===== src/hdl/vpll_pkg.sv =====
// ----------------------------------------------------------------------------
// vpll_pkg
// Shared types and constants for the voice pool linked list unit.
// ----------------------------------------------------------------------------
package vpll_pkg;

  // Default pool depth
  localparam int POOL_SIZE_DEF = 64;

  // Fixed field widths
  localparam int CMD_W   = 2;
  localparam int SLOT_W  = 6;
  localparam int NEXT_W  = 7;
  localparam int CNT_W   = 7;
  localparam int VC_W    = 7;

  // Configuration port
  localparam int PADDR_W = 3;
  localparam int PDATA_W = 32;
  localparam int REG_W   = PADDR_W - 2;
  localparam logic [REG_W-1:0] REG_VOICE_COUNT = '0;
  localparam int VC_RST  = 64;

  // Command codes
  typedef enum logic [CMD_W-1:0] {
    CMD_ALLOC_HEAD = 2'd0,
    CMD_ALLOC_TAIL = 2'd1,
    CMD_POP_HEAD   = 2'd2,
    CMD_FREE_AFTER = 2'd3
  } cmd_t;

  // Sequencer states
  typedef enum logic [2:0] {
    ST_CLEAR,
    ST_IDLE,
    ST_EXEC1,
    ST_EXEC2,
    ST_WR2,
    ST_DONE
  } state_t;

  // Configuration to sequencer
  typedef struct packed {
    logic            rebuild;
    logic [VC_W-1:0] voice_count;
  } cfg_t;

endpackage


===== src/hdl/vpll_if.sv =====
// ----------------------------------------------------------------------------
// vpll_if
// Valid/ready channels for commands and results.
// ----------------------------------------------------------------------------
interface vpll_cmd_if;
  logic                       valid;
  logic                       ready;
  logic [vpll_pkg::CMD_W-1:0]  command;
  logic [vpll_pkg::SLOT_W-1:0] prev_slot;
  logic                       prev_is_head;
  logic [vpll_pkg::SLOT_W-1:0] victim_slot;

  modport source (output valid, command, prev_slot, prev_is_head, victim_slot,
                  input ready);
  modport sink   (input valid, command, prev_slot, prev_is_head, victim_slot,
                  output ready);
endinterface

interface vpll_res_if;
  logic                       valid;
  logic                       ready;
  logic                       ok;
  logic [vpll_pkg::SLOT_W-1:0] slot;
  logic [vpll_pkg::NEXT_W-1:0] next_slot;
  logic [vpll_pkg::CNT_W-1:0]  active_count;

  modport source (output valid, ok, slot, next_slot, active_count, input ready);
  modport sink   (input valid, ok, slot, next_slot, active_count, output ready);
endinterface


===== src/hdl/vpll_ram.sv =====
// ----------------------------------------------------------------------------
// vpll_ram
// Generic simple dual-port RAM, one write port, one registered read port.
// ----------------------------------------------------------------------------
module vpll_ram #(
  parameter int WIDTH  = 8,
  parameter int DEPTH  = 64,
  parameter int ADDR_W = $clog2(DEPTH)
) (
  input  logic              clk,
  input  logic              we,
  input  logic [ADDR_W-1:0] waddr,
  input  logic [WIDTH-1:0]  wdata,
  input  logic [ADDR_W-1:0] raddr,
  output logic [WIDTH-1:0]  rdata
);

  logic [WIDTH-1:0] mem [DEPTH];

  always_ff @(posedge clk) begin
    if (we) begin
      mem[waddr] <= wdata;
    end
    rdata <= mem[raddr];
  end

endmodule


===== src/hdl/vpll_cfg.sv =====
// ----------------------------------------------------------------------------
// vpll_cfg
// APB register block: voice_count register, clamped on write; a write
// requests a rebuild of both lists.
// ----------------------------------------------------------------------------
module vpll_cfg #(
  parameter int POOL_SIZE = vpll_pkg::POOL_SIZE_DEF
) (
  input  logic                         clk,
  input  logic                         rst,
  input  logic                         psel,
  input  logic                         penable,
  input  logic                         pwrite,
  input  logic [vpll_pkg::PADDR_W-1:0] paddr,
  input  logic [vpll_pkg::PDATA_W-1:0] pwdata,
  output logic [vpll_pkg::PDATA_W-1:0] prdata,
  output logic                         pready,
  output vpll_pkg::cfg_t               cfg
);
  import vpll_pkg::*;

  localparam int VC_INIT = (VC_RST > POOL_SIZE) ? POOL_SIZE : VC_RST;

  logic [VC_W-1:0]  voice_count;
  logic             rebuild;
  logic [VC_W-1:0]  wr_val;
  logic [REG_W-1:0] reg_idx;
  logic             wr_hit;

  assign pready  = 1'b1;
  assign reg_idx = paddr[PADDR_W-1:2];
  assign wr_hit  = psel && penable && pwrite && (reg_idx == REG_VOICE_COUNT);

  // Clamp the written value into 1..POOL_SIZE
  always_comb begin
    wr_val = pwdata[VC_W-1:0];
    if (wr_val == '0) begin
      wr_val = VC_W'(1);
    end else if (int'(wr_val) > POOL_SIZE) begin
      wr_val = VC_W'(POOL_SIZE);
    end
  end

  // Register and rebuild strobe
  always_ff @(posedge clk) begin
    if (rst) begin
      voice_count <= VC_W'(VC_INIT);
      rebuild     <= 1'b0;
    end else begin
      rebuild <= wr_hit;
      if (wr_hit) begin
        voice_count <= wr_val;
      end
    end
  end

  assign cfg = '{rebuild: rebuild, voice_count: voice_count};

  // Read back
  assign prdata = (reg_idx == REG_VOICE_COUNT) ? PDATA_W'(voice_count) : '0;

endmodule


===== src/hdl/vpll_ctrl.sv =====
// ----------------------------------------------------------------------------
// vpll_ctrl
// Command sequencer: list pointers, link RAM read-modify-write steps,
// clearing pass and result register.
// ----------------------------------------------------------------------------
module vpll_ctrl #(
  parameter int POOL_SIZE = vpll_pkg::POOL_SIZE_DEF,
  parameter int LW        = $clog2(POOL_SIZE + 1),
  parameter int AW        = $clog2(POOL_SIZE)
) (
  input  logic           clk,
  input  logic           rst,
  input  vpll_pkg::cfg_t cfg,
  vpll_cmd_if.sink       cmd,
  vpll_res_if.source     res,
  output logic           ram_we,
  output logic [AW-1:0]  ram_waddr,
  output logic [LW-1:0]  ram_wdata,
  output logic [AW-1:0]  ram_raddr,
  input  logic [LW-1:0]  ram_rdata
);
  import vpll_pkg::*;

  localparam int XW = (LW > VC_W) ? LW : VC_W;
  localparam logic [LW-1:0] END_MARK = LW'(POOL_SIZE);
  localparam logic [LW-1:0] LAST_IDX = LW'(POOL_SIZE - 1);

  state_t state, state_next;

  logic [LW-1:0]     clr_cnt;
  logic [LW-1:0]     free_head;
  logic [LW-1:0]     active_head;
  logic [LW-1:0]     active_tail;
  logic [LW-1:0]     active_total;
  cmd_t              cmd_q;
  logic [SLOT_W-1:0] prev_q;
  logic              ph_q;
  logic [SLOT_W-1:0] victim_q;
  logic              res_ok;
  logic [LW-1:0]     res_slot;
  logic [LW-1:0]     res_next;
  logic [AW-1:0]     wr2_addr;
  logic [LW-1:0]     wr2_data;

  logic [XW-1:0] vc_x;
  logic          fh_ok, ah_ok, victim_ok, prev_ok;
  logic [LW-1:0] victim_l, prev_l;
  logic          head_hit, link_hit, tot_inc, tot_dec;
  logic [LW-1:0] clr_data;

  // Range checks and list matches
  assign vc_x      = XW'(cfg.voice_count);
  assign fh_ok     = XW'(free_head) < vc_x;
  assign ah_ok     = XW'(active_head) < vc_x;
  assign victim_ok = XW'(victim_q) < vc_x;
  assign prev_ok   = XW'(prev_q) < vc_x;
  assign victim_l  = LW'(victim_q);
  assign prev_l    = LW'(prev_q);
  assign head_hit  = victim_ok && (active_head == victim_l);
  assign link_hit  = victim_ok && prev_ok && (ram_rdata == victim_l);
  assign tot_inc   = XW'(active_total) < vc_x;
  assign tot_dec   = active_total != '0;
  assign clr_data  = ((XW'(clr_cnt) + XW'(1)) < vc_x) ? clr_cnt + LW'(1) : END_MARK;

  // State register
  always_ff @(posedge clk) begin
    if (rst || cfg.rebuild) begin
      state <= ST_CLEAR;
    end else begin
      state <= state_next;
    end
  end

  // Next state
  always_comb begin
    state_next = state;
    unique case (state)
      ST_CLEAR: if (clr_cnt == LAST_IDX) state_next = ST_IDLE;
      ST_IDLE:  if (cmd.valid) state_next = ST_EXEC1;
      ST_EXEC1: begin
        state_next = ST_DONE;
        if (cmd_q == CMD_ALLOC_TAIL && fh_ok && active_head != END_MARK &&
            active_tail != END_MARK) begin
          state_next = ST_WR2;
        end
        if (cmd_q == CMD_FREE_AFTER && !ph_q && link_hit) begin
          state_next = ST_EXEC2;
        end
      end
      ST_EXEC2: state_next = ST_WR2;
      ST_WR2:   state_next = ST_DONE;
      ST_DONE:  if (!res.valid || res.ready) state_next = ST_IDLE;
      default:  state_next = ST_CLEAR;
    endcase
  end

  // RAM port and handshake outputs
  always_comb begin
    // closed while a rebuild is pending
    cmd.ready = (state == ST_IDLE) && !cfg.rebuild;
    ram_we    = 1'b0;
    ram_waddr = clr_cnt[AW-1:0];
    ram_wdata = clr_data;
    ram_raddr = AW'(victim_q);
    unique case (state)
      ST_CLEAR: ram_we = 1'b1;
      ST_IDLE: begin
        unique case (cmd_t'(cmd.command))
          CMD_ALLOC_HEAD, CMD_ALLOC_TAIL: ram_raddr = free_head[AW-1:0];
          CMD_POP_HEAD:                   ram_raddr = active_head[AW-1:0];
          CMD_FREE_AFTER: ram_raddr = cmd.prev_is_head ? AW'(cmd.victim_slot)
                                                       : AW'(cmd.prev_slot);
          default: ;
        endcase
      end
      ST_EXEC1: begin
        unique case (cmd_q)
          CMD_ALLOC_HEAD: begin
            ram_we    = fh_ok;
            ram_waddr = free_head[AW-1:0];
            ram_wdata = active_head;
          end
          CMD_ALLOC_TAIL: begin
            ram_we    = fh_ok;
            ram_waddr = free_head[AW-1:0];
            ram_wdata = END_MARK;
          end
          CMD_POP_HEAD: begin
            ram_we    = ah_ok;
            ram_waddr = active_head[AW-1:0];
            ram_wdata = free_head;
          end
          CMD_FREE_AFTER: begin
            ram_we    = ph_q && head_hit;
            ram_waddr = AW'(victim_q);
            ram_wdata = free_head;
          end
          default: ;
        endcase
      end
      // predecessor skips over the victim
      ST_EXEC2: begin
        ram_we    = 1'b1;
        ram_waddr = AW'(prev_q);
        ram_wdata = ram_rdata;
      end
      ST_WR2: begin
        ram_we    = 1'b1;
        ram_waddr = wr2_addr;
        ram_wdata = wr2_data;
      end
      default: ;
    endcase
  end

  // List pointers and per-command datapath
  always_ff @(posedge clk) begin
    if (rst || cfg.rebuild) begin
      clr_cnt      <= '0;
      free_head    <= '0;
      active_head  <= END_MARK;
      active_tail  <= END_MARK;
      active_total <= '0;
    end else begin
      unique case (state)
        ST_CLEAR: clr_cnt <= clr_cnt + LW'(1);
        ST_IDLE: begin
          if (cmd.valid) begin
            cmd_q    <= cmd_t'(cmd.command);
            prev_q   <= cmd.prev_slot;
            ph_q     <= cmd.prev_is_head;
            victim_q <= cmd.victim_slot;
          end
        end
        ST_EXEC1: begin
          res_ok   <= 1'b0;
          res_slot <= '0;
          res_next <= END_MARK;
          unique case (cmd_q)
            CMD_ALLOC_HEAD, CMD_ALLOC_TAIL: begin
              if (fh_ok) begin
                free_head <= ram_rdata;
                res_ok    <= 1'b1;
                res_slot  <= free_head;
                if (tot_inc) active_total <= active_total + LW'(1);
                if (cmd_q == CMD_ALLOC_HEAD) begin
                  active_head <= free_head;
                  if (active_head == END_MARK) active_tail <= free_head;
                end else begin
                  if (active_head == END_MARK) active_head <= free_head;
                  wr2_addr    <= active_tail[AW-1:0];
                  wr2_data    <= free_head;
                  active_tail <= free_head;
                end
              end
            end
            CMD_POP_HEAD: begin
              if (ah_ok) begin
                active_head <= ram_rdata;
                if (ram_rdata == END_MARK) active_tail <= END_MARK;
                free_head <= active_head;
                if (tot_dec) active_total <= active_total - LW'(1);
                res_ok   <= 1'b1;
                res_slot <= active_head;
              end
            end
            CMD_FREE_AFTER: begin
              // victim is the head: link read above is its successor
              if (ph_q && head_hit) begin
                active_head <= ram_rdata;
                if (active_tail == victim_l) active_tail <= END_MARK;
                free_head <= victim_l;
                if (tot_dec) active_total <= active_total - LW'(1);
                res_ok   <= 1'b1;
                res_slot <= victim_l;
                res_next <= ram_rdata;
              end
            end
            default: ;
          endcase
        end
        ST_EXEC2: begin
          // ram_rdata is the victim's successor
          wr2_addr  <= AW'(victim_q);
          wr2_data  <= free_head;
          free_head <= victim_l;
          if (active_tail == victim_l) active_tail <= prev_l;
          if (tot_dec) active_total <= active_total - LW'(1);
          res_ok   <= 1'b1;
          res_slot <= victim_l;
          res_next <= ram_rdata;
        end
        default: ;
      endcase
    end
  end

  // Result register
  always_ff @(posedge clk) begin
    if (rst) begin
      res.valid <= 1'b0;
    end else if (state == ST_DONE && (!res.valid || res.ready)) begin
      res.valid        <= 1'b1;
      res.ok           <= res_ok;
      res.slot         <= SLOT_W'(res_slot);
      res.next_slot    <= NEXT_W'(res_next);
      res.active_count <= CNT_W'(active_total);
    end else if (res.ready) begin
      res.valid <= 1'b0;
    end
  end

endmodule


===== src/hdl/voice_pool_linked_list_unit.sv =====
// ----------------------------------------------------------------------------
// voice_pool_linked_list_unit
// Voice slot pool kept as a free list and an active list in one link RAM.
// ----------------------------------------------------------------------------
//  channel  | dir | handshake        | payload
//  cmd      | in  | valid/ready      | command, prev_slot, prev_is_head, victim_slot
//  res      | out | valid/ready      | ok, slot, next_slot, active_count
//  apb      | in  | psel/penable     | paddr, pwdata, prdata (voice_count at 0x0)
//
//  One command at a time through the single link RAM port pair. Allocate
//  at tail on a non-empty list adds a write-back of the old tail's link;
//  free after a given predecessor takes the most steps (read predecessor,
//  read victim, two write-backs). Reset and every voice_count write start a
//  clearing pass rechaining all POOL_SIZE entries, with cmd.ready held low.
//  A result waits in the output register; the next command is still taken.
// ----------------------------------------------------------------------------
module voice_pool_linked_list_unit #(
  parameter int POOL_SIZE = vpll_pkg::POOL_SIZE_DEF
) (
  input  logic                         clk,
  input  logic                         rst,
  input  logic                         psel,
  input  logic                         penable,
  input  logic                         pwrite,
  input  logic [vpll_pkg::PADDR_W-1:0] paddr,
  input  logic [vpll_pkg::PDATA_W-1:0] pwdata,
  output logic [vpll_pkg::PDATA_W-1:0] prdata,
  output logic                         pready,
  vpll_cmd_if.sink                     cmd,
  vpll_res_if.source                   res
);
  import vpll_pkg::*;

  localparam int LW = $clog2(POOL_SIZE + 1);
  localparam int AW = $clog2(POOL_SIZE);

  cfg_t          cfg;
  logic          ram_we;
  logic [AW-1:0] ram_waddr;
  logic [LW-1:0] ram_wdata;
  logic [AW-1:0] ram_raddr;
  logic [LW-1:0] ram_rdata;

  // Register block
  vpll_cfg #(.POOL_SIZE(POOL_SIZE)) u_cfg (
    .clk     (clk),
    .rst     (rst),
    .psel    (psel),
    .penable (penable),
    .pwrite  (pwrite),
    .paddr   (paddr),
    .pwdata  (pwdata),
    .prdata  (prdata),
    .pready  (pready),
    .cfg     (cfg)
  );

  // Sequencer
  vpll_ctrl #(.POOL_SIZE(POOL_SIZE), .LW(LW), .AW(AW)) u_ctrl (
    .clk       (clk),
    .rst       (rst),
    .cfg       (cfg),
    .cmd       (cmd),
    .res       (res),
    .ram_we    (ram_we),
    .ram_waddr (ram_waddr),
    .ram_wdata (ram_wdata),
    .ram_raddr (ram_raddr),
    .ram_rdata (ram_rdata)
  );

  // Link table
  vpll_ram #(.WIDTH(LW), .DEPTH(POOL_SIZE), .ADDR_W(AW)) u_link_ram (
    .clk   (clk),
    .we    (ram_we),
    .waddr (ram_waddr),
    .wdata (ram_wdata),
    .raddr (ram_raddr),
    .rdata (ram_rdata)
  );

  // One command in flight: no second accept right after a transaction
  a_one_in_flight: assert property (@(posedge clk) disable iff (rst)
    (cmd.valid && cmd.ready) |=> !cmd.ready)
    else $error("command accepted while another is in flight");

  // A rebuild blocks commands for the clearing pass
  a_rebuild_blocks: assert property (@(posedge clk) disable iff (rst)
    cfg.rebuild |=> !cmd.ready)
    else $error("command port open during clearing pass");

  // Link writes stay inside the pool
  a_wr_in_range: assert property (@(posedge clk) disable iff (rst)
    ram_we |-> (int'(ram_waddr) < POOL_SIZE))
    else $error("link write outside pool");

endmodule

===== src/flat_wrapper.sv =====
// flat-port wrapper written by rule: the top's interface ports become plain ports
module voice_pool_linked_list_unit_flat import vpll_pkg::*;
#(
  parameter int POOL_SIZE = vpll_pkg::POOL_SIZE_DEF
)
  (clk, rst, psel, penable, pwrite, paddr, pwdata, prdata, pready, cmd_valid, cmd_command, cmd_prev_slot, cmd_prev_is_head, cmd_victim_slot, cmd_ready, res_valid, res_ok, res_slot, res_next_slot, res_active_count, res_ready);
  vpll_cmd_if cmd_i ();
  vpll_res_if res_i ();
  input  logic clk;
  input  logic rst;
  input  logic psel;
  input  logic penable;
  input  logic pwrite;
  input  logic [vpll_pkg::PADDR_W-1:0] paddr;
  input  logic [vpll_pkg::PDATA_W-1:0] pwdata;
  output logic [vpll_pkg::PDATA_W-1:0] prdata;
  output logic pready;
  input wire logic [$bits(cmd_i.valid)-1:0] cmd_valid;
  input wire logic [$bits(cmd_i.command)-1:0] cmd_command;
  input wire logic [$bits(cmd_i.prev_slot)-1:0] cmd_prev_slot;
  input wire logic [$bits(cmd_i.prev_is_head)-1:0] cmd_prev_is_head;
  input wire logic [$bits(cmd_i.victim_slot)-1:0] cmd_victim_slot;
  output wire logic [$bits(cmd_i.ready)-1:0] cmd_ready;
  output wire logic [$bits(res_i.valid)-1:0] res_valid;
  output wire logic [$bits(res_i.ok)-1:0] res_ok;
  output wire logic [$bits(res_i.slot)-1:0] res_slot;
  output wire logic [$bits(res_i.next_slot)-1:0] res_next_slot;
  output wire logic [$bits(res_i.active_count)-1:0] res_active_count;
  input wire logic [$bits(res_i.ready)-1:0] res_ready;
  assign cmd_i.valid = cmd_valid;
  assign cmd_i.command = cmd_command;
  assign cmd_i.prev_slot = cmd_prev_slot;
  assign cmd_i.prev_is_head = cmd_prev_is_head;
  assign cmd_i.victim_slot = cmd_victim_slot;
  assign cmd_ready = cmd_i.ready;
  assign res_valid = res_i.valid;
  assign res_ok = res_i.ok;
  assign res_slot = res_i.slot;
  assign res_next_slot = res_i.next_slot;
  assign res_active_count = res_i.active_count;
  assign res_i.ready = res_ready;
  voice_pool_linked_list_unit #(.POOL_SIZE(POOL_SIZE)) u_core (.clk(clk), .rst(rst), .psel(psel), .penable(penable), .pwrite(pwrite), .paddr(paddr), .pwdata(pwdata), .prdata(prdata), .pready(pready), .cmd(cmd_i), .res(res_i));
endmodule

===== config.mk =====
export PLATFORM = sky130hd
export DESIGN_NAME = voice_pool_linked_list_unit_flat
export DESIGN_NICKNAME = d
export VERILOG_FILES = /design/src/hdl/vpll_pkg.sv /design/src/hdl/vpll_if.sv /design/src/hdl/vpll_ram.sv /design/src/hdl/vpll_cfg.sv /design/src/hdl/vpll_ctrl.sv /design/src/hdl/voice_pool_linked_list_unit.sv /design/src/flat_wrapper.sv
export SDC_FILE = /design/constraint.sdc
export NUM_CORES = 1
export LEC_CHECK = 0
export ABC_AREA = 1
export ABC_CLOCK_PERIOD_IN_PS = 5600
export BUFFER_PORTS_ARGS = -buffer_cell sky130_fd_sc_hd__buf_4
export CAP_MARGIN = 15
export CELL_PAD_IN_SITES_DETAIL_PLACEMENT = 0
export CELL_PAD_IN_SITES_GLOBAL_PLACEMENT = 1
export CORE_ASPECT_RATIO = 0.75
export CORE_MARGIN = 8
export CORE_UTILIZATION = 49
export CTS_CLUSTER_DIAMETER = 120
export CTS_CLUSTER_SIZE = 16
export DETAILED_ROUTE_END_ITERATION = 6
export HOLD_SLACK_MARGIN = 0.05
export PLACE_DENSITY = 0.89
export SYNTH_ARGS = -nofsm -noshare
export SYNTH_HDL_FRONTEND = slang
export SYNTH_HIERARCHICAL = 1
export SYNTH_SLANG_ARGS = --single-unit

===== constraint.sdc =====
create_clock -name clk -period 5.6 [get_ports clk]
set_clock_uncertainty 0.05 [all_clocks]
set_input_delay 0 -clock clk [delete_from_list [all_inputs] [get_ports clk]]
set_output_delay 0 -clock clk [all_outputs]
set_load 0.03 [all_outputs]

After elaboration in Yosys (flattened, before gate mapping)
Memory sizes are Yosys's and may differ from the RTL's. A register that Yosys moved wholly into a read port is not among the register bits. Cells that the tools add are included.

Register bits after elaboration: 110. Latch bits: 0. RAM bits: 448. Bits in read-only memories: 0. Input port bits: 57. Output and inout port bits: 56. Word-level logic and storage cells: 183. Memories kept: 1.

Add/subtract/negate cells: 3. $mul: 0. Div/mod/pow operators: 0. Magnitude comparators: 7. Eq/ne operators: 37. Shifts and indexed selects: 0. Muxes and demuxes: 71. Bitwise gates (word level): 3. Reduce and logical (&&, ||, !) cells: 39.

Memories: u_core.u_link_ram.mem (words 64, width 7, read ports 1, clocked after Yosys merged registers in 1, wr ports 1, RTL line vpll_ram.sv:18) `logic [WIDTH-1:0] mem [DEPTH];`.

Operators with widths (count): $mux W7 (29); $pmux W7 S3 (6); $pmux W6 S3 (4); $pmux W7 S2 (5); $mux W6 (8); $lt A7 B7 Y1 (4); $pmux W6 S2 (2); $eq A7 B6 Y1 (3); $ne A3 B3 Y1 const B (6); $pmux W3 S6 (1); $reduce_and A5 Y1 (3); $add A7 B1 Y7 const B (2); $eq A7 B7 Y1 const B (2); $logic_and A1 B1 Y1 (14); $lt A6 B7 Y1 (2); $ne A2 B2 Y1 const B (7); $ne A7 B7 Y1 const B (2); $mux W3 (4); $eq A2 B2 Y1 const B (4); $mux W1 (8); $reduce_and A8 Y1 (1); $eq A7 B6 Y1 const B (1); $gt A7 B7 Y1 const B (1); $logic_not A7 Y1 (1); other kinds (22) (40).

Depth between registers and ports, before layout
Gate-level depths: netlist of the first run.

Depth after elaboration: 7. Gate-level depth with buffers: 18. Mapped depth without buffers: 15.

By module
Netlist of the first run, hierarchy kept.

By module, submodules not included: vpll_ram (instances 1, cells an instance 1607, area an instance 18591.6 um2, sequential area each 13593.0 um2); vpll_ctrl (instances 1, cells an instance 833, area an instance 6409.9 um2, sequential area each 2672.6 um2); vpll_cfg (instances 1, cells an instance 91, area an instance 633.1 um2, sequential area each 160.2 um2).

Worst setup path before layout of the first run
Ideal clock, no wire load.

Path type: register to register. Start: reg u_core.u_ctrl.clr_cnt[0]. End: mem u_core/u_link_ram/mem[0][0] (netlist name) (data pin). Library setup time: 720 ps. Arrival time: 4359 ps. Required time: 4830 ps. Setup slack: 471 ps. Stages on the path, launching flop included: 13. Path buffers: 0. Period minus slack after synthesis: 5129 ps. Cell sequence: dfxtp_1 ha_1 nand2_1 nor2_1 nand3_1 nand2_1 nand2_1 ha_1 nand2_1 inv_1 nand4_1 o211ai_1 o31ai_1.

Cells in the longest elaborated chain, start to end: 4.

RTL lines: start: declaration (RTL line vpll_ctrl.sv:30) `logic [LW-1:0] clr_cnt;`; start signal: assignment (RTL line vpll_ctrl.sv:166) `ST_CLEAR: clr_cnt <= clr_cnt + LW'(1);`; $add A7 B1 Y7 (*) (RTL line vpll_ctrl.sv:63) `assign clr_data = ((XW'(clr_cnt) + XW'(1)) < vc_x) ? clr_cnt + LW'(1) : END_MARK;`; $lt A7 B7 Y1 (RTL line vpll_ctrl.sv:63); $mux W7 (*) (RTL line vpll_ctrl.sv:63); $pmux W7 S3 (*) (RTL line vpll_ctrl.sv:105) `unique case (state)`; net u_core.ram_wdata[0] (RTL line voice_pool_linked_list_unit.sv:40) `logic [LW-1:0] ram_wdata;`; end: declaration (RTL line vpll_ram.sv:18).

Mark *: on every way through the listed nets, which the timed path passes. The rest lies on a longest branch.

Worst setup path after layout of the first run
Start: reg u_core.u_cfg.voice_count[6]. End: mem u_core/u_link_ram/mem[20][1] (netlist name) (enable).

Cells in the longest elaborated chain, start to end: 7. Elaborated cells on any way between the ends: 9. Classes of those cells: order compare (3); mux (4); reduce/logical (2).

RTL lines: start: declaration (RTL line vpll_cfg.sv:24) `logic [VC_W-1:0] voice_count;`; start signal: assignment (RTL line vpll_cfg.sv:47) `voice_count <= VC_W'(VC_INIT);`; start signal: assignment (RTL line vpll_cfg.sv:52) `voice_count <= wr_val;`; $lt A6 B7 Y1 (RTL line vpll_ctrl.sv:55) `assign victim_ok = XW'(victim_q) < vc_x;`; $logic_and A1 B1 Y1 (RTL line vpll_ctrl.sv:59) `assign head_hit = victim_ok && (active_head == victim_l);`; $logic_and A1 B1 Y1 (RTL line vpll_ctrl.sv:134) `ram_we = ph_q && head_hit;`; $pmux W1 S3 (*) (RTL line vpll_ctrl.sv:117) `unique case (cmd_q)`; $pmux W1 S2 (*) (RTL line vpll_ctrl.sv:105); net u_core.ram_we (RTL line voice_pool_linked_list_unit.sv:38) `logic ram_we;`; $mux W1 (*) (RTL line vpll_ram.sv:21) `if (we) begin`; $mux W1 (implied by the code) (*) (RTL line vpll_ram.sv:22) `mem[waddr] <= wdata;`.

Marked as above.

==> summary.txt, run 1 <==
Status
  – Outcome: completed

Detailed routing
  – Routed wire length: 71800 um
  – DRC viols: 0
  – First-pass DRT Iterations: 5
  – Via density: 5.75
  – Via Count: 19100
  – Starting DRT DRC Count: 2671
  – Post-route ant nets: 0
  – WL per Instance: 21.6 um

Synthesis
  – Most frequent cells after synthesis: 785 x nand2_1, 511 x edfxtp_1, 433 x nand3_1
  – Share of the synthesized area in the top cell type: 0.599
  – Synth Flop Type: edfxtp_1
  – Number of warnings issued by yosys: 6
  – Count leader, synth: nand2_1
  – Synth Area in XOR/XNOR: 0.00615
  – Largest family of logic cells by synthesized area: simple AND/OR/NAND/NOR gates
  – Number of synthesized register bits: 565
  – Leading area contributor after synthesis: edfxtp_1
  – Post-synth EDFFs: 511
  – Mapped Area: 0.0256 mm^2
  – Avg Cell Area, Syn: 10.1 um^2
  – Post-Synth Adder-Cell Area: 0.0185
  – Synth top area cells: edfxtp_1 60%, nand2_1 11%, nand3_1 8.5%
  – Mapped Cells: 2531
  – Post-synthesis compound-gate area fraction: 0.0410
  – Async S/R FF share, synth: 0
  – Simple-gate portion of the synthesized area: 0.239
  – Mux cell area share after synthesis: 0
  – Sequential area share after synthesis: 0.641
  – Synth cell types: 50

Finish
  – Layout area overhead: 10.1%
  – Finished Core Util: 0.547
  – Final net count: 2683
  – Filler Cells Inserted: 4373
  – Share of layout cells above drive strength 1: 0.0678

Critical path
  – CP endpoint kind: register
  – Required time of the critical path: 5.77 ns
  – CP max FO: 11
  – Arr. time, crit path: 4.43 ns
  – CP startpoint kind: register
  – Crit Path Class: reg2reg

Clocking
  – Root Driver: clkbuf_16
  – H-tree levels: 2
  – CTS sink cnt: 565
  – Clk pin slew, worst setup/hold paths: 0.07 ns
  – CTS tree: done
  – Total CTS buffers: 41
  – CTS Buffer Depth: 3
  – Post-CTS Setup Inserts: 0
  – Skew-Pair Late Insertion Delay: 0.60 ns

Floorplanning
  – Initial Utilization: 0.497
  – Die Span X: 280 um
  – Die Ht: 214 um
  – Row count: 72
  – I/O Pins: 113
  – CORE AREA: 0.0516 mm^2
  – Die ar.: 0.0600 mm^2

STA
  – Slew HR: 0.147
  – Final Slew Violations: 0
  – RSZ-0062 raised after global routing: false
  – Setup total negative slack: 0 ns
  – Minimum clock period: 4.26 ns
  – Final hold vios: 0
  – Worst-Margin Slew: 1.28 ns
  – Tcrit/Tclk final: 0.761
  – Peak Freq: 235 MHz
  – Setup Viol. Count Final: 0

Place
  – Port Buf Inserts: 59
  – Final RePlAce weighted congestion: 1.01
  – Post-DP HPWL: 46800 um

Pwr
  – Cell Pwr Density: 360 mW/mm^2
  – Leak pwr: 10.7 nW
  – Max IR drop VDD: 0.344 mV

Global route
  – Initial antenna violation count: 1
  – First-pass GRT wire length: 108000 um
  – Pin count of the biggest net entering global routing: 225
  – Tot GR Track Use: 0.233
  – Vias in the first global route: 17700
  – Overflow after GRT: 0

Run
  – # Max-Cap Violations: 0

Worst hold path
  – Hold WC Path Type: in2reg
==> registers in the layout, summed over array words and instances (netlist names), 2 cells and up <==
signal	count
u_core/u_ctrl/res.slot	6
u_core/u_ctrl/wr2_addr	6
u_core/u_ctrl/active_total	7
u_core/u_ctrl/active_head	7
u_core/u_ctrl/res_next	7
u_core/u_link_ram/mem	448
u_core/u_ctrl/prev_q	6
u_core/u_ctrl/active_tail	7
u_core/u_ctrl/free_head	7
u_core/u_ctrl/cmd_q	2
u_core/u_ctrl/clr_cnt	7
u_core/u_ctrl/wr2_data	7
u_core/u_ctrl/res.next_slot	7
u_core/u_link_ram/rdata	7
u_core/u_ctrl/victim_q	6
u_core/u_cfg/voice_count	7
u_core/u_ctrl/state	3
u_core/u_ctrl/res.active_count	7
u_core/u_ctrl/res_slot	6
==> final timing paths <==
path	to	slack (ns)	depth (start not counted)	startpoint
worst min register to register	u_core/u_ctrl/res.next_slot[0]	0.37	0	u_core/u_ctrl/res_next[0]
worst max register to register	u_core/u_link_ram/mem[20][1]	1.34	12	u_core/u_cfg/voice_count[6]
worst max-delay path	u_core/u_link_ram/mem[20][1]	1.34	12	u_core/u_cfg/voice_count[6]
worst min-delay path	u_core/u_ctrl/prev_q[5]	0.11	2	cmd_prev_slot[5]
==> routing by layer <==
metal  GRT usage  wire, um
met2       0.333     30500
met5           0         0
met3      0.0685      8670
met1       0.347     31400
met4      0.0521      1210
==> power breakdown <==
part / total, mW / internal (mW) / switching (mW) / leakage (nW)
sequential: 5.21 / 5.09 / 0.126 / 5.13
combinational: 2.10 / 0.489 / 1.61 / 4.98
clock: 2.84 / 1.41 / 1.43 / 0.573
total: 10.2 / 6.99 / 3.17 / 10.7
==> stage by stage <==
stage	setup slack (ns)	std cells	cell area [um^2]	power, mW	hold WS, ns
detailed placement	1.55	3207	26600	7.34	0.140
finish	1.34	3316	28200	10.2	0.110
global placement	1.64	3207	26600	7.29	0.141
CTS	1.53	3314	28200	10.2	0.0855
floorplan	0.471	2555	25700	6.60	0.0191
global route	1.20	3316	28200	10.5	0.102
==> repair_timing <==
item,4_1_cts,5_1_grt
hold buffers,40,0
resized for setup,0,0
endpoints found under the hold margin,91,0
==> critical path: stages, from the launching register on <==
cell and delay [ns]:
dfxtp_1 0.48, inv_1 0.27, ha_1 0.38, a21oi_1 0.14
o21a_1 0.13, nand2_1 0.30, nand3_1 0.20, nand2_1 0.08
inv_1 0.17, nand2_4 0.16, nand2_1 0.33, nand2_1 0.48
nor2_1 0.72
==> cell families (layout without fill, tap and decap cells) <==
| family | count (synthesis) | count (layout) |
|---|---|---|
| AO/OA/AOI/OAI | 183 | 183 |
| flip-flops | 565 | 565 |
| AND/OR/NAND/NOR | 1443 | 1443 |
| XOR/XNOR | 18 | 18 |
| other | 2 | 27 |
| adder cells (fa/ha/maj) | 38 | 38 |
| buffers and inverters | 282 | 339 |
==> area by class of cell <==
class / count / area, um^2 / share of cell area
Sequential cell: 565 / 16400 / 0.582
Timing Repair Buffer: 137 / 1170 / 0.0413
Clock buffer: 64 / 1130 / 0.0401
Inverter: 135 / 515 / 0.0183
Antenna cell: 1 / 2.50 / 0.0000886
Clock inverter: 3 / 76.3 / 0.00270
Multi-Input combinational cell: 1708 / 8040 / 0.285
Tap cell: 703 / 880 / 0.0312
==> cells in the final DEF, fill, tap and decap left out, types with 3 or more instances in the layout <==
cell | synthesis | layout
a21oi_1 | 72 | 72
a221oi_1 | 9 | 9
a22oi_1 | 6 | 3
a22oi_2 | 0 | 3
buf_12 | 0 | 3
buf_4 | 53 | 94
clkbuf_1 | 26 | 22
clkbuf_16 | 0 | 42
clkinv_1 | 2 | 3
conb_1 | 2 | 26
dfxtp_1 | 54 | 54
dlygate4sd3_1 | 0 | 40
edfxtp_1 | 511 | 511
ha_1 | 38 | 38
inv_1 | 126 | 125
inv_2 | 5 | 4
nand2_1 | 785 | 785
nand2_4 | 4 | 4
nand3_1 | 433 | 433
nand4_1 | 16 | 16
nor2_1 | 172 | 171
nor3_1 | 21 | 19
o2111ai_1 | 6 | 6
o21ai_0 | 61 | 57
o21ai_4 | 0 | 4
o22ai_1 | 8 | 8
o31ai_4 | 0 | 3
xnor2_1 | 5 | 5
xor2_1 | 13 | 13
No activity file was read; power rests on OpenSTA's default activity.
==> run 2: changes to the inputs <==
--- a/config.mk
+++ b/config.mk
@@ -6,19 +6,19 @@
 export NUM_CORES = 1
 export LEC_CHECK = 0
 export ABC_AREA = 1
-export ABC_CLOCK_PERIOD_IN_PS = 5600
+export ABC_CLOCK_PERIOD_IN_PS = 3800
 export BUFFER_PORTS_ARGS = -buffer_cell sky130_fd_sc_hd__buf_4
 export CAP_MARGIN = 15
 export CELL_PAD_IN_SITES_DETAIL_PLACEMENT = 0
 export CELL_PAD_IN_SITES_GLOBAL_PLACEMENT = 1
 export CORE_ASPECT_RATIO = 0.75
 export CORE_MARGIN = 8
-export CORE_UTILIZATION = 49
+export CORE_UTILIZATION = 44
 export CTS_CLUSTER_DIAMETER = 120
 export CTS_CLUSTER_SIZE = 16
 export DETAILED_ROUTE_END_ITERATION = 6
 export HOLD_SLACK_MARGIN = 0.05
-export PLACE_DENSITY = 0.89
+export PLACE_DENSITY = 0.85
 export SYNTH_ARGS = -nofsm -noshare
 export SYNTH_HDL_FRONTEND = slang
 export SYNTH_HIERARCHICAL = 1
==> constraint.sdc (replaced) <==
create_clock -name clk -period 3.8 [get_ports clk]
set_clock_uncertainty 0.05 [all_clocks]
set_input_delay 0 -clock clk [delete_from_list [all_inputs] [get_ports clk]]
set_output_delay 0 -clock clk [all_outputs]
set_load 0.03 [all_outputs]
==> run 2 against run 1 <==
  * Global-route usage shrank 1.7 points
  * Sequential cell count is the same
  * Fmax grew 23%
  * Cell count grew 4.9%
  * Combinational power grew 59%
  * Sequential share of layout area shrank 1.7 points
  * Largest power group unchanged
  * Critical path type unchanged
  * Highest routed layer is now met5
  * Wire length grew 2.3%
  * First-iteration DRC count shrank 6.7%
  * Non-clock buffer count grew 95
  * Sequential power grew 47%
  * Worst setup slack lost 1.0 ns
==> summary.txt, run 2 (synthesis gave the netlist of run 1 again) <==
Detailed routing
  – Starting DRT DRC Count: 2491
  – Post-route ant nets: 0
  – Via Count: 19300
  – DRC viols: 0
  – Routed wire length: 73400 um
  – Via density: 5.56
  – First-pass DRT Iterations: 7
  – WL per Instance: 21.1 um

Global route
  – Tot GR Track Use: 0.216
  – GRT met3 Usage: 0.0478
  – Pin count of the biggest net entering global routing: 113
  – Met2 Usage GRT: 0.315
  – Overflow after GRT: 0
  – Vias in the first global route: 18100
  – GRT busiest layer: met1
  – Initial antenna violation count: 1
  – First-pass GRT wire length: 110000 um
  – Global Route met1 Usage: 0.327

Floorplanning
  – I/O Pins: 113
  – Die Span X: 295 um
  – CORE AREA: 0.0575 mm^2
  – Initial Utilization: 0.446
  – Die Ht: 225 um
  – Die ar.: 0.0663 mm^2
  – Row count: 76

STA
  – Setup ws final: 0.336 ns
  – Minimum clock period: 3.46 ns
  – Slew HR: 0.359
  – Tcrit/Tclk final: 0.912
  – RSZ-0062 raised after global routing: false
  – Final Slew Violations: 0
  – Final hold vios: 0
  – Setup Viol. Count Final: 0
  – Worst-Margin Slew: 0.958 ns
  – Peak Freq: 289 MHz

Critical path
  – R2R setup slack: 0.34 ns
  – Arr. time, crit path: 3.68 ns
  – CP max FO: 11
  – Critical Path Slowest Stage Cell: nand2_1
  – Crit-path most repeated cell: nand2_1
  – CP endpoint kind: register
  – Crit Path Class: reg2reg
  – Largest delay contributor family on the critical path: simple AND/OR/NAND/NOR gates
  – Critical path, cell by cell: inv_1, ha_1, nand2_1, inv_1, nand2_1, nand2_1, a21oi_2, nand2_2, nand2_4, nand2_4, nand2_4, nand2_4, nand2_1, nand2_1, nor2_1, buf_4
  – Required time of the critical path: 4.02 ns
  – Buf/Inv on CP: 3
  – Max incr delay on CP: 0.42 ns
  – CP startpoint kind: register

Clocking
  – CTS Buffer Depth: 3
  – Post-CTS Setup Inserts: 0
  – Post-CTS Hold Buffers: 43
  – CTS sink cnt: 565
  – Total CTS buffers: 41
  – H-tree levels: 2
  – Post-cts resize count: 0
  – CTS tree: done
  – Skew-Pair Late Insertion Delay: 0.58 ns
  – Clk pin slew, worst setup/hold paths: 0.08 ns
  – Root Driver: clkbuf_16

Place
  – Post-DP HPWL: 49400 um
  – Setup WS pre-CTS: 0.417 ns
  – Final RePlAce weighted congestion: 0.978
  – Port Buf Inserts: 59
  – Dpl cell area: 0.0275 mm^2
  – Placed insts: 3377

Finish
  – Biggest register: u_core/u_link_ram/mem
  – Commonest non-fill, non-tap cell in the layout: nand2_1
  – Reg area: 0.0164 mm^2
  – Share of layout cells above drive strength 1: 0.0993
  – Max reg flops: 448
  – Final net count: 2778
  – Most frequent cells in the layout: 785 x nand2_1, 511 x edfxtp_1, 433 x nand3_1
  – Filler Cells Inserted: 5086
  – Area of the multi-input gates: 0.00803 mm^2
  – Design Area, Final: 0.0291 mm^2
  – Final Non-Filler Cells: 3479
  – Layout area overhead: 13.5%

Pwr
  – Max IR drop VDD: 0.412 mV
  – Seq pwr share: 0.510
  – Net Switching: 4.63 mW
  – Int Power: 10.3 mW
  – Leak pwr: 11.2 nW
  – Combinational Power Share: 0.223
  – Clk network pwr share: 0.267
  – Sw Share: 0.309
  – Cell Pwr Density: 515 mW/mm^2

Run
  – # Max-Cap Violations: 0

Worst hold path
  – Hold WC Path Type: in2reg

Status
  – Outcome: completed
==> run 2: cell types whose count changed in the layout (fill, tap and decap cells not counted), moves of 2 or more <==
cell,delta
dlygate4sd3_1,+3
inv_6,+3
buf_12,+11
clkinv_16,-2
buf_4,+81
clkbuf_1,-9
==> run 2: power groups by stage <==
stage	clock (mW)	sequential (mW)	combinational (mW)
3_5_place_dp	0	7.77	3.28
6_report	3.99	7.64	3.34
5_1_grt	4.29	7.65	3.62
4_1_cts	4.09	7.63	3.31
2_1_floorplan	0	7.75	1.95
3_3_place_gp	0	7.77	3.23
==> run 2: final timing paths <==
kind,from,endpoint,depth (start not counted)
max,u_core/u_cfg/voice_count[1],u_core/u_link_ram/mem[24][6],16
min,cmd_prev_slot[5],u_core/u_ctrl/prev_q[5],2
min reg2reg,u_core/u_ctrl/res_slot[0],u_core/u_ctrl/res.slot[0],0
max reg2reg,u_core/u_cfg/voice_count[1],u_core/u_link_ram/mem[24][6],16
==> run 2: final cells by class <==
type,instances,area share
Antenna cell,1,0.0000860
Clock buffer,54,0.0370
Clock inverter,4,0.00108
Inverter,135,0.0177
Multi-Input combinational cell,1708,0.276
Sequential cell,565,0.565
Tap cell,780,0.0336
Timing Repair Buffer,232,0.0696
==> run 2: worst reg2reg max path: cells and delay by family, from the launching register on <==
kind            cells  cell delay (ns)
fa+ha+maj           1             0.35
buf+inv             3             0.42
compound gates      1             0.31
flops               1             0.37
simple gates       11             1.68
==> run 2: through the flow <==
step	utilization	setup TNS, ns	hold slack (ns)	total power, mW
5_1_grt	0.505	0	0.111	15.6
3_5_place_dp	0.479	0	0.147	11.0
2_1_floorplan	-	-58.62	0.0191	9.70
3_3_place_gp	0.479	0	0.144	11.0
6_report	0.506	0	0.114	15.0
4_1_cts	0.505	0	0.0877	15.0
==> run 2: metal layers <==
metal / part of all wire / routed length, um / vias to the layer above
met5: 0.00018 / 13 / -
met4: 0.019 / 1400 / 2
met3: 0.11 / 7990 / 107
met2: 0.43 / 31300 / 920
met1: 0.45 / 32700 / 9353
li1: - / - / 8949
